### config.mk
export PLATFORM = sky130hd
export DESIGN_NAME = set_membership_table
export DESIGN_NICKNAME = d
export VERILOG_FILES = /design/src/hw/rtl/smt_pkg.sv /design/src/hw/rtl/smt_store.sv /design/src/hw/rtl/set_membership_table.sv
export SDC_FILE = /design/constraint.sdc
export NUM_CORES = 2
export LEC_CHECK = 0
export ABC_CLOCK_PERIOD_IN_PS = 7600
export BUFFER_PORTS_ARGS = -buffer_cell sky130_fd_sc_hd__buf_2
export CAP_MARGIN = 20
export CORE_MARGIN = 2
export CORE_UTILIZATION = 53
export DETAILED_ROUTE_END_ITERATION = 16
export HOLD_SLACK_MARGIN = 0.15
export PLACE_DENSITY = 0.73
export SYNTH_ARGS = -nofsm -noshare
export SYNTH_HDL_FRONTEND = slang
export SYNTH_SLANG_ARGS = --single-unit
export TNS_END_PERCENT = 50
### constraint.sdc
create_clock -name clk -period 7.6 [get_ports clk]
set_clock_uncertainty 0.05 [all_clocks]
set_input_delay 0.38 -clock clk [delete_from_list [all_inputs] [get_ports clk]]
set_output_delay 0.38 -clock clk [all_outputs]
set_load 0.01 [all_outputs]
### src/hw/rtl/smt_pkg.sv
// Shared package for the set membership table.
// Holds the beat types, operation and status codes and default sizes.
// Depends on nothing.
`timescale 1ns / 1ps

package smt_pkg;

  localparam int SMT_CAPACITY  = 64;
  localparam int SMT_ELEM_BITS = 32;
  localparam int ELEMENT_W     = 32;
  localparam int COUNT_W       = 7;

  localparam logic [1:0] OP_ADD    = 2'd0;
  localparam logic [1:0] OP_REMOVE = 2'd1;
  localparam logic [1:0] OP_SEARCH = 2'd2;

  localparam logic [1:0] ST_DONE = 2'd0;
  localparam logic [1:0] ST_MISS = 2'd1;
  localparam logic [1:0] ST_FULL = 2'd2;

  typedef struct packed {
    logic [1:0]                  operation;
    logic signed [ELEMENT_W-1:0] element;
  } smt_in_t;

  typedef struct packed {
    logic [1:0]         status;
    logic [COUNT_W-1:0] element_count;
    logic               is_empty;
  } smt_out_t;

  typedef struct packed {
    logic    exec;
    smt_in_t item;
  } smt_req_t;

endpackage

### src/hw/rtl/smt_store.sv
// Element store of the set membership table: slots, occupied marks and count.
// Compares the key against all slots at once and applies the update.
// Depends on smt_pkg.
`timescale 1ns / 1ps

module smt_store #(
  parameter int CAPACITY  = smt_pkg::SMT_CAPACITY,
  parameter int ELEM_BITS = smt_pkg::SMT_ELEM_BITS
) (
  input  logic              clk,
  input  logic              rst_n,
  input  smt_pkg::smt_req_t req,
  output smt_pkg::smt_out_t result
);
  import smt_pkg::*;

  localparam int KEY_BITS = (ELEM_BITS < ELEMENT_W) ? ELEM_BITS : ELEMENT_W;
  localparam int CNT_W    = $clog2(CAPACITY + 1);

  logic [KEY_BITS-1:0] entry_values_r [CAPACITY];
  logic [CAPACITY-1:0] entry_valid_r;
  logic [CAPACITY-1:0] entry_valid_nxt;
  logic [CNT_W-1:0]    entry_count_r;
  logic [CNT_W-1:0]    entry_count_nxt;

  logic [KEY_BITS-1:0] key;
  logic [CAPACITY-1:0] match;
  logic [CAPACITY-1:0] free_vec;
  logic [CAPACITY-1:0] free_pick;
  logic                hit;
  logic                full;
  logic                do_add;
  logic                do_rem;
  logic [1:0]          status;

  assign key = req.item.element[KEY_BITS-1:0];

  always_comb begin
    for (int i = 0; i < CAPACITY; i++) begin
      match[i] = entry_valid_r[i] && (entry_values_r[i] == key);
    end
  end

  assign hit       = |match;
  assign full      = (entry_count_r >= CNT_W'(CAPACITY));
  assign free_vec  = ~entry_valid_r;
  assign free_pick = free_vec & (~free_vec + CAPACITY'(1));

  assign do_add = req.exec && (req.item.operation == OP_ADD) && !hit && !full;
  assign do_rem = req.exec && (req.item.operation == OP_REMOVE) && hit;

  always_comb begin
    case (req.item.operation)
      OP_ADD:    status = hit ? ST_MISS : (full ? ST_FULL : ST_DONE);
      OP_REMOVE: status = hit ? ST_DONE : ST_MISS;
      default:   status = hit ? ST_DONE : ST_MISS;
    endcase
  end

  always_comb begin
    entry_valid_nxt = entry_valid_r;
    entry_count_nxt = entry_count_r;
    if (do_add) begin
      entry_valid_nxt = entry_valid_r | free_pick;
      entry_count_nxt = entry_count_r + CNT_W'(1);
    end else if (do_rem) begin
      entry_valid_nxt = entry_valid_r & ~match;
      entry_count_nxt = entry_count_r - CNT_W'(1);
    end
  end

  assign result.status        = status;
  assign result.element_count = COUNT_W'(entry_count_nxt);
  assign result.is_empty      = (entry_count_nxt == '0);

  always_ff @(posedge clk) begin
    if (!rst_n) begin
      entry_valid_r <= '0;
      entry_count_r <= '0;
    end else begin
      entry_valid_r <= entry_valid_nxt;
      entry_count_r <= entry_count_nxt;
    end
  end

  always_ff @(posedge clk) begin
    for (int i = 0; i < CAPACITY; i++) begin
      if (do_add && free_pick[i]) begin
        entry_values_r[i] <= key;
      end
    end
  end

endmodule

### src/hw/rtl/set_membership_table.sv
// The set membership table keeps up to CAPACITY distinct element values and
// takes one add, remove or search beat per clock while in_stall is low. Each
// accepted beat yields one result beat: it waits in the input register, is
// compared against every slot as the store updates, and the outcome lands in
// the output register. The throughput of one beat per cycle, held by out_stall,
// is set by that parallel compare; the output register lets a new beat enter
// while a finished result waits. No clearing pass is needed after reset.
// Depends on smt_pkg and smt_store.
`timescale 1ns / 1ps

module set_membership_table #(
  parameter int CAPACITY  = smt_pkg::SMT_CAPACITY,
  parameter int ELEM_BITS = smt_pkg::SMT_ELEM_BITS
) (
  input  logic              clk,
  input  logic              rst_n,
  input  logic              in_valid,
  output logic              in_stall,
  input  smt_pkg::smt_in_t  in_data,
  output logic              out_valid,
  input  logic              out_stall,
  output smt_pkg::smt_out_t out_data
);
  import smt_pkg::*;

  logic     s1_valid_r;
  logic     s1_valid_nxt;
  smt_in_t  s1_item_r;
  logic     out_valid_r;
  logic     out_valid_nxt;
  smt_out_t out_data_r;
  logic     advance;
  logic     accept;
  smt_req_t req;
  smt_out_t result;

  assign advance  = !out_valid_r || !out_stall;
  assign in_stall = s1_valid_r && !advance;
  assign accept   = in_valid && !in_stall;

  assign req.exec = s1_valid_r && advance;
  assign req.item = s1_item_r;

  smt_store #(
    .CAPACITY  (CAPACITY),
    .ELEM_BITS (ELEM_BITS)
  ) u_store (
    .clk    (clk),
    .rst_n  (rst_n),
    .req    (req),
    .result (result)
  );

  always_comb begin
    s1_valid_nxt  = in_stall ? s1_valid_r : in_valid;
    out_valid_nxt = advance ? s1_valid_r : out_valid_r;
  end

  always_ff @(posedge clk) begin
    if (!rst_n) begin
      s1_valid_r  <= 1'b0;
      out_valid_r <= 1'b0;
    end else begin
      s1_valid_r  <= s1_valid_nxt;
      out_valid_r <= out_valid_nxt;
    end
  end

  always_ff @(posedge clk) begin
    if (accept) begin
      s1_item_r <= in_data;
    end
    if (req.exec) begin
      out_data_r <= result;
    end
  end

  assign out_valid = out_valid_r;
  assign out_data  = out_data_r;

endmodule

==> summary.txt <==
Outcome
  • Status: finished, final reports clean

Worst setup path
  • Cell family with most CP delay: simple AND/OR/NAND/NOR gates
  • Worst path slowest cell: edfxtp_1
  • Arrival @ worst endpoint: approximately 6.3 ns
  • CP Max Fanout: 42
  • CP Launch Type: flip-flop
  • Max incr delay on CP: 1.12 ns
  • CP Buf/Inv Count: 2
  • Crit path required time: 8.24 ns
  • Critical path type: flip-flop to flip-flop
  • Cell Chain, Critical Path: buf_12, xnor2_1, nand4_1, nor4_1, nand3_1, nand4_1, nor4_1, nand4_2, nand2_2, buf_4, o21ai_0, o21a_1, nor2_1
  • Worst setup EP type: flip-flop

Timing
  • Final min period: 5.671 ns
  • Slew @ Worst Pin: ~1.2 ns
  • RSZ-0062 raised after global routing: false
  • Final setup vio count: 0
  • Hold Slack: 0.2130 ns
  • Max-slew headroom: 21.82%
  • Peak Freq: approximately 180 MHz
  • Hold Violations, Final: 0
  • Final slew viol count: 0
  • Crit share post-route: 74.61%
  • Total negative slack: 0 ns

Routing
  • Routed Antenna Nets: 0
  • Drt wl/cell: 25.51 um
  • # DRC: 0
  • Pre-antenna DRT Iters: 6
  • Iteration-0 DRC Markers: around 5,600
  • Post-Route WL: 216,300 um
  • Vias per std cell: 5.786
  • Via count: 49,080

Run
  • MaxCap Viol Count: 0

Place
  • Gpl congestion: 0.9689
  • I/O Buffers: around 50
  • DP HPWL: 128,100 um
  • Placed Area: 95,570 um2

Power
  • Total power draw: 24.92 mW
  • Lkg Pwr: about 30 nW
  • Max VDD drop: around 0.2 mV
  • Pwr Density: 242.2 nW/um2

Finish
  • Area taken by multi-input logic gates: approximately 25,000 um2
  • Layout area overhead: 11.89%
  • Post-route cell area: between 100,000 and 150,000 um2
  • Final Util: 59.84%
  • Register area: between 60,000 and 70,000 um2
  • Layout cells sized above 1: around 11%
  • FILL cells: about 13,000
  • Final net count: 6,025

Clock tree
  • CTS tree: yes
  • CTS max path bufs: 3
  • CTS root buf: clkbuf_16
  • Post-CTS Setup Repair Bufs: 0
  • Post-CTS Resized: 0
  • Worst skew pair latency: 0.84 ns
  • Clk sinks: 2,165
  • H-tree levels: 4
  • Clk slew on worst S/H paths: 0.06 ns
  • Number of buffers created by CTS: 211

Min path
  • Tightest Hold Check Type: input port to flip-flop

GRT
  • Vias in the first global route: 48,110
  • Total gr overflow: 0
  • Largest net degree at the start of global routing: 77
  • Initial antenna violation count: 6
  • GRT Util Overall: 24.50%
  • First-pass GRT wire length: around 320,000 um

Synth
  • Ys flop type: edfxtp_1
  • Syn Area/Cell: 16.18 um2
  • Syn Nets: roughly 5,700
  • Post-synthesis sequential area ratio: 69.91%
  • Async SR Flop Fraction: 0%
  • Area contributors post-synth: edfxtp_1 68%, xnor2_1 20%, nand4_1 3.8%
  • Yosys cell types: 51
  • Leading area contributor after synthesis: edfxtp_1
  • Top-area cell type share of the netlist area: 68.32%
  • Warnings, synthesis: 0
  • Most instantiated library cell after synthesis: edfxtp_1
  • Register bit count reported by yosys: 2,165
  • Synth Instances: 5,684
  • Number of flops mapped to enable cells by yosys: 2,092
  • Post-synth top cells: 2,092 x edfxtp_1, 2,051 x xnor2_1, 556 x nand4_1, 222 x buf_6, 140 x nor4_1
  • Cell Area, Synth: roughly 90,000 um2

Die
  • Top-level I/O count: 50
  • Die H: approximately 420 um
  • Core ar.: 171,900 um2
  • Rows: 152
  • Die Footprint: 176,800 um2
  • Initial Utilization: 53.48%
  • Die X: 420.5 um
kinds of logic (layout without fill, tap and decap cells):
group	count (synthesis)	in the layout	share of synthesized area [%]
compound gates	137	137	0.8586
xor+xnor	2054	2054	19.56
fa+ha+maj	3	3	0.04083
buf+inv	271	757	2.941
flops	2165	2165	69.91
mux	5	5	0.05579
other cells	0	1	0
simple gates	1049	1049	6.631
placed cells by master (no fill, tap or decap), types with 69 or more instances in the layout:
master / netlist / final
buf_12: 0 / 69
buf_4: 4 / 174
clkbuf_16: 0 / 214
dfxtp_1: 73 / 73
edfxtp_1: 2092 / 2092
nand2_1: 108 / 107
nand3_1: 85 / 85
nand4_1: 556 / 556
nor4_1: 140 / 123
xnor2_1: 2051 / 2051
per-stage QoR:
stage               instances  setup WS [ns]
floorplan                5684         0.8637
global placement         8035          1.974
detailed placement       8042          1.914
CTS                      8479          1.873
global route             8481          1.871
finish                   8481          1.929
where the power goes:
part           switching [mW]  internal [mW]
Combinational           0.854          0.515
Sequential             0.0428           13.1
Clock                    4.46           5.95
registers in the layout (all words and copies together), names as in the netlist:
signal                  count
u_store.entry_values_r   2048
s1_valid_r                  1
u_store.entry_valid_r      64
out_data                   10
req                        34
u_store.entry_count_r       7
out_valid                   1
metal layers:
metal | track usage (%) | routed length, um | vias up | share of wire (%)
li1 | - | - | 21570 | -
met1 | 35.44 | 93140 | 25150 | 43
met2 | 38.99 | 101100 | 2012 | 47
met3 | 3.900 | 17260 | 335 | 8.0
met4 | 6.099 | 4766 | 0 | 2.2
met5 | 0 | 0 | - | 0
area by class of cell:
cell class,instances,area share [%]
diodes,1,0.002432
clock buffers,281,5.488
clock inverters,118,1.220
flip-flops and latches,2165,62.48
multi-input cells,3248,24.58
well taps,2310,2.809
repair buffers,338,3.347
inverters,20,0.07297
path summary, 6_finish.rpt:
path / slack, ns / start / cells past startpoint / to
max: 1.93 / req[24] / 13 / u_store.entry_valid_r[27]
min: 0.21 / in_data[31] / 2 / req[31]
max reg2reg: 1.93 / req[24] / 13 / u_store.entry_valid_r[27]
min reg2reg: 0.45 / s1_valid_r / 2 / out_valid
what timing repair did:
item / 4_1_cts / 5_1_grt
hold endpoints to repair: 69 / 0
hold buffers: 38 / 0
setup endpoints to repair: 0 / 0
No activity file was read; power rests on OpenSTA's default activity.
